===== src/sv/slp_pkg.sv =====
// Package: step codes, register indexes, reset values and the command struct.
`timescale 1ns / 1ps
`default_nettype none
package slp_pkg;

  localparam int CFG_IW = 3;
  localparam int CFG_DW = 19;
  localparam int KW = 3;
  localparam int OPW = 5;

  localparam logic [CFG_IW-1:0] REG_CUTOFF   = 3'd0;
  localparam logic [CFG_IW-1:0] REG_FEEDBACK = 3'd1;
  localparam logic [CFG_IW-1:0] REG_WET_MIX  = 3'd2;
  localparam logic [CFG_IW-1:0] REG_ENABLE   = 3'd3;
  localparam logic [CFG_IW-1:0] REG_CLIP     = 3'd4;
  localparam logic [CFG_IW-1:0] REG_SOFTNESS = 3'd5;
  localparam logic [CFG_IW-1:0] REG_GAIN     = 3'd6;

  localparam logic [16:0] RST_CUTOFF   = 17'd17146;
  localparam logic [18:0] RST_FEEDBACK = 19'd0;
  localparam logic [16:0] RST_WET_MIX  = 17'd0;
  localparam logic        RST_ENABLE   = 1'b1;
  localparam logic [18:0] RST_CLIP     = 19'd131072;
  localparam logic [17:0] RST_SOFTNESS = 18'd32768;
  localparam logic [16:0] RST_GAIN     = 17'd4064;

  localparam logic [16:0] CUTOFF_MAX = 17'd124518;
  localparam logic [16:0] UNITY_Q16  = 17'd65536;

  // controller states, also the datapath step codes
  localparam logic [OPW-1:0] ST_IDLE     = 5'd0;
  localparam logic [OPW-1:0] ST_SC_MUL   = 5'd1;
  localparam logic [OPW-1:0] ST_SC_UPD   = 5'd2;
  localparam logic [OPW-1:0] ST_SF_MUL   = 5'd3;
  localparam logic [OPW-1:0] ST_SF_UPD   = 5'd4;
  localparam logic [OPW-1:0] ST_FB_MUL   = 5'd5;
  localparam logic [OPW-1:0] ST_FB_CLIP  = 5'd6;
  localparam logic [OPW-1:0] ST_DEN_MUL  = 5'd7;
  localparam logic [OPW-1:0] ST_DEN_UPD  = 5'd8;
  localparam logic [OPW-1:0] ST_DIV      = 5'd9;
  localparam logic [OPW-1:0] ST_DRIVE    = 5'd10;
  localparam logic [OPW-1:0] ST_POLE_MUL = 5'd11;
  localparam logic [OPW-1:0] ST_POLE_UPD = 5'd12;
  localparam logic [OPW-1:0] ST_MIX_A    = 5'd13;
  localparam logic [OPW-1:0] ST_MIX_B    = 5'd14;
  localparam logic [OPW-1:0] ST_MIX_W    = 5'd15;
  localparam logic [OPW-1:0] ST_EMIT     = 5'd16;

  typedef struct packed {
    logic [OPW-1:0] op;
    logic           ch;
    logic [KW-1:0]  k;
    logic           load;
    logic           emit;
  } cmd_t;

endpackage
`default_nettype wire


===== src/sv/slp_ctrl.sv =====
// Controller: sequences the per-item steps and owns the stream handshakes.
`timescale 1ns / 1ps
`default_nettype none
module slp_ctrl #(
  parameter int SAMPLE_WIDTH = 24,
  parameter int POLE_COUNT = 4
) (
  input  wire logic        clk,
  input  wire logic        rst,
  input  wire logic        s_tvalid,
  output logic             s_tready,
  input  wire logic        block_start,
  output logic             m_tvalid,
  input  wire logic        m_tready,
  output slp_pkg::cmd_t    cmd
);

  localparam int QB = SAMPLE_WIDTH - 2;
  localparam int CW = $clog2(QB);

  logic [slp_pkg::OPW-1:0] state, state_next;
  logic                    ch, ch_next;
  logic [slp_pkg::KW-1:0]  k, k_next;
  logic [CW-1:0]           cnt, cnt_next;
  logic                    out_valid, out_valid_next;
  logic                    load, emit;

  assign load = (state == slp_pkg::ST_IDLE) && s_tvalid;
  assign emit = (state == slp_pkg::ST_EMIT) && (!out_valid || m_tready);

  always_comb begin
    state_next = state;
    ch_next = ch;
    k_next = k;
    cnt_next = cnt;
    unique case (state)
      slp_pkg::ST_IDLE: begin
        if (s_tvalid) begin
          state_next = block_start ? slp_pkg::ST_SC_MUL : slp_pkg::ST_FB_MUL;
          ch_next = 1'b0;
        end
      end
      slp_pkg::ST_SC_MUL:  state_next = slp_pkg::ST_SC_UPD;
      slp_pkg::ST_SC_UPD:  state_next = slp_pkg::ST_SF_MUL;
      slp_pkg::ST_SF_MUL:  state_next = slp_pkg::ST_SF_UPD;
      slp_pkg::ST_SF_UPD:  state_next = slp_pkg::ST_FB_MUL;
      slp_pkg::ST_FB_MUL:  state_next = slp_pkg::ST_FB_CLIP;
      slp_pkg::ST_FB_CLIP: state_next = slp_pkg::ST_DEN_MUL;
      slp_pkg::ST_DEN_MUL: state_next = slp_pkg::ST_DEN_UPD;
      slp_pkg::ST_DEN_UPD: begin
        state_next = slp_pkg::ST_DIV;
        cnt_next = '0;
      end
      slp_pkg::ST_DIV: begin
        if (cnt == CW'(QB - 1)) begin
          state_next = slp_pkg::ST_DRIVE;
        end else begin
          cnt_next = cnt + 1'b1;
        end
      end
      slp_pkg::ST_DRIVE: begin
        state_next = slp_pkg::ST_POLE_MUL;
        k_next = '0;
      end
      slp_pkg::ST_POLE_MUL: state_next = slp_pkg::ST_POLE_UPD;
      slp_pkg::ST_POLE_UPD: begin
        if (k == slp_pkg::KW'(POLE_COUNT - 1)) begin
          state_next = slp_pkg::ST_MIX_A;
        end else begin
          k_next = k + 1'b1;
          state_next = slp_pkg::ST_POLE_MUL;
        end
      end
      slp_pkg::ST_MIX_A: state_next = slp_pkg::ST_MIX_B;
      slp_pkg::ST_MIX_B: state_next = slp_pkg::ST_MIX_W;
      slp_pkg::ST_MIX_W: begin
        if (!ch) begin
          ch_next = 1'b1;
          state_next = slp_pkg::ST_FB_MUL;
        end else begin
          state_next = slp_pkg::ST_EMIT;
        end
      end
      slp_pkg::ST_EMIT: begin
        if (emit) begin
          state_next = slp_pkg::ST_IDLE;
        end
      end
      default: state_next = slp_pkg::ST_IDLE;
    endcase
  end

  always_comb begin
    out_valid_next = out_valid;
    if (emit) begin
      out_valid_next = 1'b1;
    end else if (m_tready) begin
      out_valid_next = 1'b0;
    end
  end

  always_ff @(posedge clk) begin
    if (rst) begin
      state <= slp_pkg::ST_IDLE;
      ch <= 1'b0;
      k <= '0;
      cnt <= '0;
      out_valid <= 1'b0;
    end else begin
      state <= state_next;
      ch <= ch_next;
      k <= k_next;
      cnt <= cnt_next;
      out_valid <= out_valid_next;
    end
  end

  assign s_tready = (state == slp_pkg::ST_IDLE);
  assign m_tvalid = out_valid;

  assign cmd.op = state;
  assign cmd.ch = ch;
  assign cmd.k = k;
  assign cmd.load = load;
  assign cmd.emit = emit;

endmodule
`default_nettype wire


===== src/sv/slp_dp.sv =====
// Datapath: registers, shared multiplier, radix-2 divider and pole storage.
`timescale 1ns / 1ps
`default_nettype none
module slp_dp #(
  parameter int SAMPLE_WIDTH = 24,
  parameter int POLE_COUNT = 4
) (
  input  wire logic                            clk,
  input  wire logic                            rst,
  input  wire slp_pkg::cmd_t                   cmd,
  input  wire logic signed [SAMPLE_WIDTH-1:0]  left_sample,
  input  wire logic signed [SAMPLE_WIDTH-1:0]  right_sample,
  input  wire logic                            cfg_valid,
  input  wire logic [slp_pkg::CFG_IW-1:0]      cfg_index,
  input  wire logic [slp_pkg::CFG_DW-1:0]      cfg_data,
  output logic signed [SAMPLE_WIDTH-1:0]       left_result,
  output logic signed [SAMPLE_WIDTH-1:0]       right_result
);

  localparam int SW = SAMPLE_WIDTH;
  localparam int F  = SW - 5;
  localparam int MA = SW + 2;
  localparam int MB = 20;
  localparam int PW = MA + MB;
  localparam int QB = SW - 2;
  localparam int DW = 22;
  localparam int NW = SW + 15;
  localparam int NP = 2 * POLE_COUNT;
  localparam int AW = $clog2(NP);
  localparam logic signed [MA-1:0] STG = MA'(10) <<< F;
  localparam logic signed [PW:0] SMAX = (PW+1)'({1'b0, {(SW-1){1'b1}}});
  localparam logic signed [PW:0] SMIN = -SMAX - 1;

  // configuration
  logic [16:0] reg_cut, reg_mix, reg_gain;
  logic [18:0] reg_fb, reg_clip;
  logic [17:0] reg_soft;
  logic        reg_en;
  logic        clear_all;

  assign clear_all = cfg_valid && (cfg_index == slp_pkg::REG_ENABLE) && !reg_en && cfg_data[0];

  always_ff @(posedge clk) begin
    if (rst) begin
      reg_cut <= slp_pkg::RST_CUTOFF;
      reg_fb <= slp_pkg::RST_FEEDBACK;
      reg_mix <= slp_pkg::RST_WET_MIX;
      reg_en <= slp_pkg::RST_ENABLE;
      reg_clip <= slp_pkg::RST_CLIP;
      reg_soft <= slp_pkg::RST_SOFTNESS;
      reg_gain <= slp_pkg::RST_GAIN;
    end else if (cfg_valid) begin
      unique case (cfg_index)
        slp_pkg::REG_CUTOFF:   reg_cut <= cfg_data[16:0];
        slp_pkg::REG_FEEDBACK: reg_fb <= cfg_data;
        slp_pkg::REG_WET_MIX:  reg_mix <= cfg_data[16:0];
        slp_pkg::REG_ENABLE:   reg_en <= cfg_data[0];
        slp_pkg::REG_CLIP:     reg_clip <= cfg_data;
        slp_pkg::REG_SOFTNESS: reg_soft <= cfg_data[17:0];
        slp_pkg::REG_GAIN:     reg_gain <= cfg_data[16:0];
        default: ;
      endcase
    end
  end

  logic [16:0] cut_t, mixc, gainc;
  logic [17:0] mix_inv;
  logic        bypass;
  logic [18+F:0] clip_sh;
  logic [SW-3:0] thr;

  assign cut_t = (reg_cut > slp_pkg::CUTOFF_MAX) ? slp_pkg::CUTOFF_MAX : reg_cut;
  assign mixc = (reg_mix > slp_pkg::UNITY_Q16) ? slp_pkg::UNITY_Q16 : reg_mix;
  assign gainc = (reg_gain > slp_pkg::UNITY_Q16) ? slp_pkg::UNITY_Q16 : reg_gain;
  assign mix_inv = {1'b0, slp_pkg::UNITY_Q16} - {1'b0, mixc};
  assign bypass = !reg_en || (mixc == '0);
  assign clip_sh = {reg_clip, {F{1'b0}}};
  assign thr = (SW-2)'(clip_sh >> 16);

  // item and working registers
  logic signed [SW-1:0] in_l, in_r, res_l, res_r, in_ch;
  logic [17:0] sc;
  logic [18:0] sf;
  logic [SW-3:0] mag;
  logic          neg;
  logic [DW-1:0] den, rem;
  logic [QB-1:0] qsh;
  logic signed [SW:0] drive;
  logic signed [PW:0] acc;
  logic signed [PW-1:0] prod;

  assign in_ch = cmd.ch ? in_r : in_l;

  // pole storage, one read address per cycle
  logic signed [SW-1:0] pole [NP];
  logic [AW-1:0] base, koff, addr;
  logic          use_last;
  logic signed [SW-1:0] pole_rd;

  assign use_last = (cmd.op == slp_pkg::ST_FB_MUL) || (cmd.op == slp_pkg::ST_MIX_B);
  assign base = cmd.ch ? AW'(POLE_COUNT) : '0;
  assign koff = use_last ? AW'(POLE_COUNT - 1) : AW'(cmd.k);
  assign addr = base + koff;
  assign pole_rd = pole[addr];

  // shared multiplier
  logic signed [MA-1:0] ma;
  logic signed [MB-1:0] mb;
  logic signed [18:0] dc;
  logic signed [19:0] dfb;

  assign dc = signed'({2'b00, cut_t}) - signed'({1'b0, sc});
  assign dfb = signed'({1'b0, reg_fb}) - signed'({1'b0, sf});

  always_comb begin
    ma = '0;
    mb = '0;
    unique case (cmd.op)
      slp_pkg::ST_SC_MUL: begin
        ma = MA'(signed'({1'b0, gainc}));
        mb = MB'(dc);
      end
      slp_pkg::ST_SF_MUL: begin
        ma = MA'(signed'({1'b0, gainc}));
        mb = dfb;
      end
      slp_pkg::ST_FB_MUL: begin
        ma = MA'(pole_rd);
        mb = MB'(signed'({1'b0, sf}));
      end
      slp_pkg::ST_DEN_MUL: begin
        ma = MA'(signed'({1'b0, mag}));
        mb = MB'(signed'({1'b0, reg_soft}));
      end
      slp_pkg::ST_POLE_MUL: begin
        ma = MA'(drive) - MA'(pole_rd);
        mb = MB'(signed'({1'b0, sc}));
      end
      slp_pkg::ST_MIX_A: begin
        ma = MA'(in_ch);
        mb = MB'(signed'({1'b0, mix_inv}));
      end
      slp_pkg::ST_MIX_B: begin
        ma = MA'(pole_rd);
        mb = MB'(signed'({1'b0, mixc}));
      end
      default: ;
    endcase
  end

  always_ff @(posedge clk) begin
    prod <= PW'(ma * mb);
  end

  // rounding, clipping, divider and stage arithmetic
  logic signed [PW-1:0] r16, r17, rf, thr_s;
  logic [DW-1:0] den_c;
  logic [NW-1:0] num_c;
  logic [DW:0] trial;
  logic        qbit;
  logic signed [SW-2:0] qpos;
  logic signed [MA-1:0] s_new, s_clamp;
  logic signed [PW:0] sum_r;
  logic signed [SW-1:0] mixed;

  assign r16 = (prod + PW'(32768)) >>> 16;
  assign r17 = (prod + PW'(65536)) >>> 17;
  assign rf = (prod + (PW'(1) <<< (F - 1))) >>> F;
  assign thr_s = PW'(signed'({1'b0, thr}));
  assign den_c = DW'(rf + PW'(65536));
  assign num_c = NW'({mag, 16'b0}) + NW'(den_c >> 1);
  assign trial = {rem, qsh[QB-1]};
  assign qbit = (trial >= {1'b0, den});
  assign qpos = signed'({1'b0, qsh});
  assign s_new = MA'(pole_rd) + MA'(r17);
  assign s_clamp = (s_new > STG) ? STG : ((s_new < -STG) ? -STG : s_new);
  assign sum_r = (acc + (PW+1)'(prod) + (PW+1)'(32768)) >>> 16;
  assign mixed = (sum_r > SMAX) ? SW'(SMAX) : ((sum_r < SMIN) ? SW'(SMIN) : SW'(sum_r));

  always_ff @(posedge clk) begin
    if (rst) begin
      sc <= 18'(slp_pkg::RST_CUTOFF);
      sf <= slp_pkg::RST_FEEDBACK;
    end else begin
      if (cmd.op == slp_pkg::ST_SC_UPD) begin
        sc <= 18'(PW'(signed'({1'b0, sc})) + r16);
      end
      if (cmd.op == slp_pkg::ST_SF_UPD) begin
        sf <= 19'(PW'(signed'({1'b0, sf})) + r16);
      end
    end
  end

  always_ff @(posedge clk) begin
    if (rst || clear_all) begin
      for (int i = 0; i < NP; i++) begin
        pole[i] <= '0;
      end
    end else if (cmd.op == slp_pkg::ST_POLE_UPD) begin
      pole[addr] <= SW'(s_clamp);
    end
  end

  always_ff @(posedge clk) begin
    if (cmd.load) begin
      in_l <= left_sample;
      in_r <= right_sample;
    end
    if (cmd.emit) begin
      left_result <= res_l;
      right_result <= res_r;
    end
    unique case (cmd.op)
      slp_pkg::ST_FB_CLIP: begin
        if (r16 > thr_s) begin
          mag <= thr;
          neg <= 1'b0;
        end else if (r16 < -thr_s) begin
          mag <= thr;
          neg <= 1'b1;
        end else begin
          mag <= (SW-2)'((r16 < 0) ? -r16 : r16);
          neg <= (r16 < 0);
        end
      end
      slp_pkg::ST_DEN_UPD: begin
        den <= den_c;
        rem <= DW'(num_c >> QB);
        qsh <= num_c[QB-1:0];
      end
      slp_pkg::ST_DIV: begin
        rem <= qbit ? DW'(trial - {1'b0, den}) : trial[DW-1:0];
        qsh <= {qsh[QB-2:0], qbit};
      end
      slp_pkg::ST_DRIVE: begin
        drive <= neg ? (SW+1)'(in_ch) + (SW+1)'(qpos) : (SW+1)'(in_ch) - (SW+1)'(qpos);
      end
      slp_pkg::ST_POLE_UPD: begin
        drive <= (SW+1)'(s_clamp);
      end
      slp_pkg::ST_MIX_B: begin
        acc <= (PW+1)'(prod);
      end
      slp_pkg::ST_MIX_W: begin
        if (cmd.ch) begin
          res_r <= bypass ? in_ch : mixed;
        end else begin
          res_l <= bypass ? in_ch : mixed;
        end
      end
      default: ;
    endcase
  end

endmodule
`default_nettype wire


===== src/sv/stereo_ladder_lowpass.sv =====
// Top level: stereo four-pole ladder low-pass with coefficient smoothing.
// Input channel s_*: one item is a left/right sample pair, tuser flags the
// first pair of a processing block. Output channel m_*: the mixed pair.
// Configuration channel cfg_*: register index and data, always ready; write
// only while the block is idle.
// The block works on one item at a time. It is paced by the shared multiplier
// and the one-bit-per-cycle soft-limit divider (SAMPLE_WIDTH - 2 quotient bits);
// the coefficients are smoothed only at a block start, then each channel in turn
// runs the divider and the POLE_COUNT pole updates.
// s_tready is high while idle, so a new item may be taken while the last
// result still waits in the output register; if m_tready stays low, the next
// result holds in the datapath until the output register frees.
// Reset (rst, synchronous) loads register defaults, clears the poles, returns
// the smoothed coefficients to their defaults, and drops m_tvalid.
`timescale 1ns / 1ps
`default_nettype none
module stereo_ladder_lowpass #(
  parameter int SAMPLE_WIDTH = 24,
  parameter int POLE_COUNT = 4
) (
  input  wire logic                          clk,
  input  wire logic                          rst,
  input  wire logic                          s_tvalid,
  output logic                               s_tready,
  // left_sample, right_sample
  input  wire logic [((2*SAMPLE_WIDTH+7)/8)*8-1:0] s_tdata,
  // block_start
  input  wire logic                          s_tuser,
  output logic                               m_tvalid,
  input  wire logic                          m_tready,
  // left_result, right_result
  output logic [((2*SAMPLE_WIDTH+7)/8)*8-1:0] m_tdata,
  input  wire logic                          cfg_valid,
  output logic                               cfg_ready,
  input  wire logic [slp_pkg::CFG_IW-1:0]    cfg_index,
  input  wire logic [slp_pkg::CFG_DW-1:0]    cfg_data
);

  localparam int TDW = ((2*SAMPLE_WIDTH+7)/8)*8;

  slp_pkg::cmd_t cmd;
  logic signed [SAMPLE_WIDTH-1:0] left_result, right_result;

  assign cfg_ready = 1'b1;

  slp_ctrl #(
    .SAMPLE_WIDTH(SAMPLE_WIDTH),
    .POLE_COUNT(POLE_COUNT)
  ) u_ctrl (
    .clk(clk),
    .rst(rst),
    .s_tvalid(s_tvalid),
    .s_tready(s_tready),
    .block_start(s_tuser),
    .m_tvalid(m_tvalid),
    .m_tready(m_tready),
    .cmd(cmd)
  );

  slp_dp #(
    .SAMPLE_WIDTH(SAMPLE_WIDTH),
    .POLE_COUNT(POLE_COUNT)
  ) u_dp (
    .clk(clk),
    .rst(rst),
    .cmd(cmd),
    .left_sample(s_tdata[SAMPLE_WIDTH-1:0]),
    .right_sample(s_tdata[2*SAMPLE_WIDTH-1:SAMPLE_WIDTH]),
    .cfg_valid(cfg_valid && cfg_ready),
    .cfg_index(cfg_index),
    .cfg_data(cfg_data),
    .left_result(left_result),
    .right_result(right_result)
  );

  assign m_tdata = TDW'({right_result, left_result});

endmodule
`default_nettype wire


===== config.mk =====
export PLATFORM = sky130hd
export DESIGN_NAME = stereo_ladder_lowpass
export DESIGN_NICKNAME = d
export VERILOG_FILES = /design/src/sv/slp_pkg.sv /design/src/sv/slp_ctrl.sv /design/src/sv/slp_dp.sv /design/src/sv/stereo_ladder_lowpass.sv
export SDC_FILE = /design/constraint.sdc
export NUM_CORES = 2
export LEC_CHECK = 0
export BUFFER_PORTS_ARGS = -buffer_cell sky130_fd_sc_hd__buf_2
export CELL_PAD_IN_SITES_DETAIL_PLACEMENT = 1
export CELL_PAD_IN_SITES_GLOBAL_PLACEMENT = 1
export CORE_MARGIN = 2
export CORE_UTILIZATION = 35
export CTS_BUF_LIST = sky130_fd_sc_hd__clkbuf_8 sky130_fd_sc_hd__clkbuf_16
export CTS_CLUSTER_DIAMETER = 120
export DETAILED_ROUTE_END_ITERATION = 8
export PLACE_DENSITY_LB_ADDON = 0.1
export SYNTH_ARGS = -nofsm -noshare
export SYNTH_HDL_FRONTEND = slang
export SYNTH_HIERARCHICAL = 1
export SYNTH_SLANG_ARGS = --single-unit

===== constraint.sdc =====
create_clock -name clk -period 16.55 [get_ports clk]
set_input_delay 2.4825 -clock clk [delete_from_list [all_inputs] [get_ports clk]]
set_output_delay 2.4825 -clock clk [all_outputs]
set_load 0.02 [all_outputs]

# Word-level counts from Yosys, hierarchy flattened
# Memory sizes are Yosys's and may differ from the RTL's.
# Cells that the tools add are included.
dict set report op_classes {
  addsub 22
  n_lt_le_gt_ge 11
  eq_ne 29
  n_mul 1
  reduce_logical 35
  muxes 45
  bitwise_logic 1
}
# op count
set ops {}
lappend ops {{one-hot mux 20 bit (7 select lines)} 1}
lappend ops {{one-hot mux 26 bit (5 select lines)} 1}
lappend ops {{2-to-1 mux 24 bit} 5}
lappend ops {{2-to-1 mux 22 bit} 4}
lappend ops {{one-hot mux 22 bit (2 select lines)} 2}
lappend ops {{one-hot mux 5 bit (17 select lines)} 1}
lappend ops {{2-to-1 mux 25 bit} 3}
lappend ops {{> comparator 17 bit (second input constant)} 3}
lappend ops {{2-to-1 mux 17 bit} 3}
lappend ops {{one-hot mux 25 bit (2 select lines)} 1}
lappend ops {{adder 46 x 46 -> 47 bit} 1}
lappend ops {{adder 47 x 17 -> 47 bit (second input constant)} 1}
lappend ops {{adder 46 x 17 -> 46 bit (second input constant)} 1}
lappend ops {{< comparator 30 x 46 -> 1 bit} 1}
lappend ops {{multiplier 26 x 20 -> 46 bit} 1}
lappend ops {{negation 22 -> 46 bit} 1}
lappend ops {{adder 43 x 18 -> 43 bit (second input constant)} 1}
lappend ops {{adder 41 x 20 -> 41 bit (second input constant)} 1}
lappend ops {{equality test 5 x 4 -> 1 bit (second input constant)} 8}
lappend ops {{adder 38 x 21 -> 39 bit} 1}
lappend ops {{> comparator 31 x 24 -> 1 bit (second input constant)} 1}
lappend ops {{< comparator 31 x 24 -> 1 bit (second input constant)} 1}
lappend ops {{> comparator 30 x 23 -> 1 bit} 1}
lappend ops {{< comparator 30 x 1 -> 1 bit (second input constant)} 1}
lappend ops {{other kinds (45)} 99}
dict set report totals {
  wordCells 174
  ff_bits 510
  n_memories 1
  ramBits 192
  inputBits 76
}
# name depth word_bits rd rd_ports_with_merged_regs wr line
set mem_list {}
lappend mem_list {u_dp.pole 8 24 1 0 8 slp_dp.sv:95} ;# logic signed [SW-1:0] pole [NP];

# Logic depth before layout (Yosys ltp)
# An unclocked memory read counts as a cell.
dict set report logic_depth {
  word_depth 10
  depth_mapped 51
  depth_no_buf 45
}

# By module
# Netlist, hierarchy kept.
# mod area_each_um2 n_inst cells_each
set modules_own_cells {}
lappend modules_own_cells {slp_dp 60913.4 1 6483}
lappend modules_own_cells {slp_ctrl 907.1 1 109}
lappend modules_own_cells {stereo_ladder_lowpass 11.3 1 2}

# Worst setup path after synthesis
# OpenSTA, ideal clock, no wires.
dict set report synth_timing {
  path_type {register to register}
  from {reg u_ctrl/state[3] (netlist name)}
  to {reg u_dp.prod[45]}
  arrival_time_ps 11904
  setup_ps 125
  path_stages_with_launch 49
  slack_ps 4521
  period_less_slack_ps 12029
  path_buffers 5
  cell_sequence {dfxtp_1 > buf_2 > or3b_4 > a211o_1 > o211ai_2 > buf_2 > buf_2 > clkbuf_1 > buf_1 > nand2_1 > nand3_1 > nand2_1 > o21ai_0 > ha_1 > inv_1 > fa_1 > a21o_1 > a21oi_1 > [13 not listed] > fa_1 > fa_1 > fa_1 > inv_1 > fa_1 > inv_1 > ha_1 > and3_1 > a31oi_1 > a211o_1 > nor4b_1 > a21o_1 > a21o_1 > o21ai_0 > a21oi_1 > o21a_1 > o31ai_1 > xnor2_1}
}
dict set report synth_via {
  elab_chain_len 8
}
# element line
set synth_lines {}
lappend synth_lines {{start, declared} slp_ctrl.sv:21} ;# logic [slp_pkg::OPW-1:0] state, state_next;
lappend synth_lines {{start signal, assigned} slp_ctrl.sv:104} ;# state <= slp_pkg::ST_IDLE;
lappend synth_lines {{start signal, assigned} slp_ctrl.sv:110} ;# state <= state_next;
lappend synth_lines {{equality test 5 x 3 -> 1 bit / equality test 5 x 4 -> 1 bit (equally long branches)} {slp_dp.sv:100, slp_dp.sv:118}}
lappend synth_lines {{logical OR 1 bit} slp_dp.sv:100} ;# assign use_last = (cmd.op == slp_pkg::ST_FB_MUL) || (cmd.op == slp_pkg::ST_MIX_B);
lappend synth_lines {{2-to-1 mux 3 bit} slp_dp.sv:102} ;# assign koff = use_last ? AW'(POLE_COUNT - 1) : AW'(cmd.k);
lappend synth_lines {{adder 3 bit} slp_dp.sv:103} ;# assign addr = base + koff;
lappend synth_lines {{memory read (8 x 24 bit)} --}
lappend synth_lines {{subtractor 25 x 24 -> 26 bit} slp_dp.sv:136} ;# ma = MA'(drive) - MA'(pole_rd);
lappend synth_lines {{one-hot mux 26 bit (5 select lines)} slp_dp.sv:118} ;# unique case (cmd.op)
lappend synth_lines {{multiplier 26 x 20 -> 46 bit *} slp_dp.sv:152} ;# prod <= PW'(ma * mb);
lappend synth_lines {{end signal, assigned} slp_dp.sv:152}
lappend synth_lines {{end, declared} slp_dp.sv:90} ;# logic signed [PW-1:0] prod;
# Every way passes the cells marked *; elsewhere a longest branch is shown, timed or not.
# A chain may end at the register's enable or synchronous reset.

# Worst setup path in the final report
dict set report layout_timing {
  from {reg u_ctrl/state[0] (netlist name)}
  to {reg u_dp.prod[45]}
}
# Same word-level chain as after synthesis.

==> reports/metrics.csv <==
stage;metric;value;unit
status;status;complete, no violations;
die;io-pin-count;127;
timing;drv_slew;0;
flow_run;drv_cap;0;
clock_tree;postCtsSetupBuffers;0;
die;dieArea;180000;um^2
synth;synth_area;61800;um^2
setup_path;cp_data_arrival_time;15.00;ns
die;rows;154;
die;start_util;0.351;
routing;dr.pass1.iters;6;
clock_tree;cts_made_buffers;90;
routing;routed_wl;235000;um
setup_path;r2r_cells;40;
synth;synth_edf_count;496;
min_path;hold_start;u_dp/res_l[23];
setup_path;crit_fanout;24;
clock_tree;clk_pin_slew;0.06;ns
setup_path;path_class;flop to flop;
setup_path;r2r_slack;2.10;ns
synth;postSynthAreaPerCell;9.38;um^2
synth;ys_seq_area_frac;0.308;
synth;synthFlopType;edfxtp_1;
timing;skew;0.0440;ns
global_routing;gr-total-overflow;0;
routing;ant_nets;0;
synth;yosys_warnings;6;
place;place_hpwl;182000;um
synth;syn-num-nets;7662;
global_routing;antenna_found_initial;12;
clock_tree;cts_htree_levels;3;
finish;num-fill-cells;20000;
routing;wire_per_inst;25.9;um
synth;synth-seq-cells;702;
place;gp_congestion;0.918;
min_path;holdCritPathClass;flop to flop;
clock_tree;cts_tree;done;
global_routing;grt_max_degree;71;
timing;fin_tns_setup;0;ns
timing;rsz0062_at_grt;no;
place;io_buffers;125;
min_path;min_path_cells;0;
timing;layout_min_cycle_time;14.45;ns
timing;final_hold_viol_count;0;
setup_path;r2r_end;u_dp/prod[45];
timing;setup_viol;0;
synth;synth.top_cell.area_share;0.241;
setup_path;slowest_delay;1.04;ns
setup_path;cp_slowest_cell;fa_1;
die;die_h;424;um
timing;worst_pin_slew;1.21;ns
clock_tree;post_cts_resize_count;0;
power_and_ir_drop;ir_drop;0.0821;mV
clock_tree;cts.path.max_buffers;3;
setup_path;critical_path.endpoint_type;flop;
synth;syn-instance-count;6594;
routing;vias;49200;
setup_path;startpoint_type;flop;
setup_path;cp.required;17.10;ns
power_and_ir_drop;power.leakage;30.1;nW
power_and_ir_drop;cellPowerDensity;108;nW/um^2
routing;drt_first_iter_violations;3457;
timing;relSlewSlack;0.193;
clock_tree;cts_sinks;702;
die;core-area;176000;um^2
setup_path;reg2reg_from;u_ctrl/state[0];
finish;areaGrowthSynthToFinish;11.0;%
clock_tree;clockRootBuffer;clkbuf_16;
synth;synth_area_leader_cell;edfxtp_1;
die;die_x;424;um
timing;holdWs;0.402;ns
global_routing;grt_pass1_wl;347000;um
synth;ys_async_sr_fraction;0;
routing;vias_per_cell;5.42;
timing;finalCritPeriodShare;0.873;
synth;yosys.cell_types.count;99;
routing;drc;0;
setup_path;path_common_cell;fa_1;
global_routing;grt_pass1_vias;51600;
min_path;hold_end;u_dp/left_result[23];
timing;fmax;69.2;MHz
finish;final_layout_size_suffix_gt1_frac;0.0867;
global_routing;grt_usage;0.260;
clock_tree;clk_latency;0.73;ns
synth;ys_top_cells_by_area;edfxtp_1 24%, fa_1 17%, ha_1 9.2%;
clock_tree;ctsHoldBuffers;0;
finish;final_nets;7721;
## layer usage
| layer | vias up | share of wire | global-route usage |
|---|---|---|---|
| li1 | 22400 | - | - |
| met1 | 25400 | 0.46 | 0.364 |
| met2 | 1138 | 0.47 | 0.429 |
| met3 | 252 | 0.043 | 0.0251 |
| met4 | 2 | 0.028 | 0.0666 |
| met5 | - | 0.000038 | 0 |
## cell families (layout without fill, tap and decap cells)
logic type | after synthesis | after routing | synth area share
AND/OR/NAND/NOR | 2169 | 2169 | 0.158
buffers and inverters | 1059 | 1193 | 0.0656
AO/OA/AOI/OAI | 1168 | 1168 | 0.122
flip-flops | 702 | 702 | 0.308
multiplexers | 134 | 134 | 0.0282
XOR/XNOR | 369 | 369 | 0.0524
other | 1 | 7 | 0.0000606
adder cells (fa/ha/maj) | 992 | 992 | 0.266
## worst max-delay path, delay by kind of cell (launching register included)
family / cells / cell delay, ns
compound gates: 16 / 6.19
xor+xnor: 1 / 0.12
fa+ha+maj: 9 / 4.88
buf+inv: 6 / 0.57
flops: 1 / 0.83
simple gates: 8 / 1.66
## sequential cells by signal, summed over array words and instances (netlist names), 18 cells and up
name / cells
u_dp/acc: 46
u_dp/den: 22
u_dp/drive: 25
u_dp/in_l: 24
u_dp/in_r: 24
u_dp/left_result: 24
u_dp/mag: 22
u_dp/pole: 192
u_dp/prod: 46
u_dp/qsh: 22
u_dp/reg_clip: 19
u_dp/reg_fb: 19
u_dp/reg_soft: 18
u_dp/rem: 22
u_dp/res_l: 24
u_dp/res_r: 24
u_dp/right_result: 24
u_dp/sc: 18
u_dp/sf: 19
## per-stage QoR
stage | util | worst slack (ns) | std cells | instance area (um^2) | power, mW
after global routing | 0.390 | 1.09 | 9068 | 68600 | 7.87
after floorplan | - | 4.52 | 6594 | 61800 | 4.25
after detailed placement | 0.373 | 2.09 | 8901 | 65600 | 5.43
after global placement | 0.373 | 2.37 | 8901 | 65600 | 5.38
after CTS | 0.390 | 2.00 | 9068 | 68600 | 7.49
final | 0.390 | 2.10 | 9074 | 68600 | 7.43
## how the worst max path moves through the flow
stage	startpoint	endpoint	slack, ns	cells past startpoint
floorplan	u_ctrl/state[3]	u_dp/prod[45]	4.52	48
global placement	u_ctrl/state[0]	u_dp/prod[45]	2.37	41
detailed placement	u_ctrl/state[0]	u_dp/prod[45]	2.09	40
CTS	u_ctrl/state[0]	u_dp/prod[45]	2.00	40
global route	u_ctrl/state[0]	u_dp/prod[45]	1.09	40
finish	u_ctrl/state[0]	u_dp/prod[45]	2.10	40
## synthesized netlist by cell type, types with 27 or more instances
| cell type | number |
|---|---|
| a211oi_1 | 42 |
| a21o_1 | 114 |
| a21oi_1 | 378 |
| a31oi_1 | 38 |
| and2_1 | 59 |
| and3_1 | 48 |
| buf_2 | 29 |
| clkbuf_1 | 238 |
| dfxtp_1 | 206 |
| edfxtp_1 | 496 |
| fa_1 | 538 |
| ha_1 | 454 |
| inv_1 | 766 |
| mux2_2 | 33 |
| mux2i_1 | 72 |
| mux4_2 | 29 |
| nand2_1 | 843 |
| nand2b_1 | 74 |
| nand3_1 | 114 |
| nand4_1 | 50 |
| nor2_1 | 620 |
| nor2b_1 | 105 |
| nor3_1 | 95 |
| nor4_1 | 34 |
| o211ai_1 | 27 |
| o21a_1 | 42 |
| o21ai_0 | 213 |
| o31ai_1 | 35 |
| or2_2 | 30 |
| or3_1 | 35 |
| xnor2_1 | 224 |
| xor2_1 | 144 |
## power breakdown
| group | switching [mW] | total, mW | internal [mW] |
|---|---|---|---|
| clock | 0.840 | 2.02 | 1.18 |
| combinational | 2.16 | 3.27 | 1.11 |
| sequential | 0.126 | 2.14 | 2.02 |
| total | 3.12 | 7.43 | 4.31 |
## cells in the final DEF (no fill, tap or decap), drive strengths merged, types with 38 or more instances in the layout
master,n
nor3,95
ha,454
nand3,114
nand4,50
mux2i,72
a21o,114
nand2b,74
buf,258
and3,48
o21ai,234
nor2b,105
or2,38
dfxtp,206
xnor2,225
xor2,144
nand2,843
a211oi,42
and2,60
inv,787
clkbuf,100
a21oi,379
fa,538
a31oi,38
edfxtp,496
o21a,42
nor2,621
## area by class of cell
class	count	area, um^2	share of cell area
clock buffer	100	2430	0.0355
antenna	6	15.0	0.000219
timing repair buffer	258	1630	0.0237
clock inverter	67	586	0.00853
inverter	768	2880	0.0420
sequential	702	19000	0.277
multi-input combinational	4833	39100	0.570
tap	2340	2930	0.0427
(Power assumes the default switching activity.)
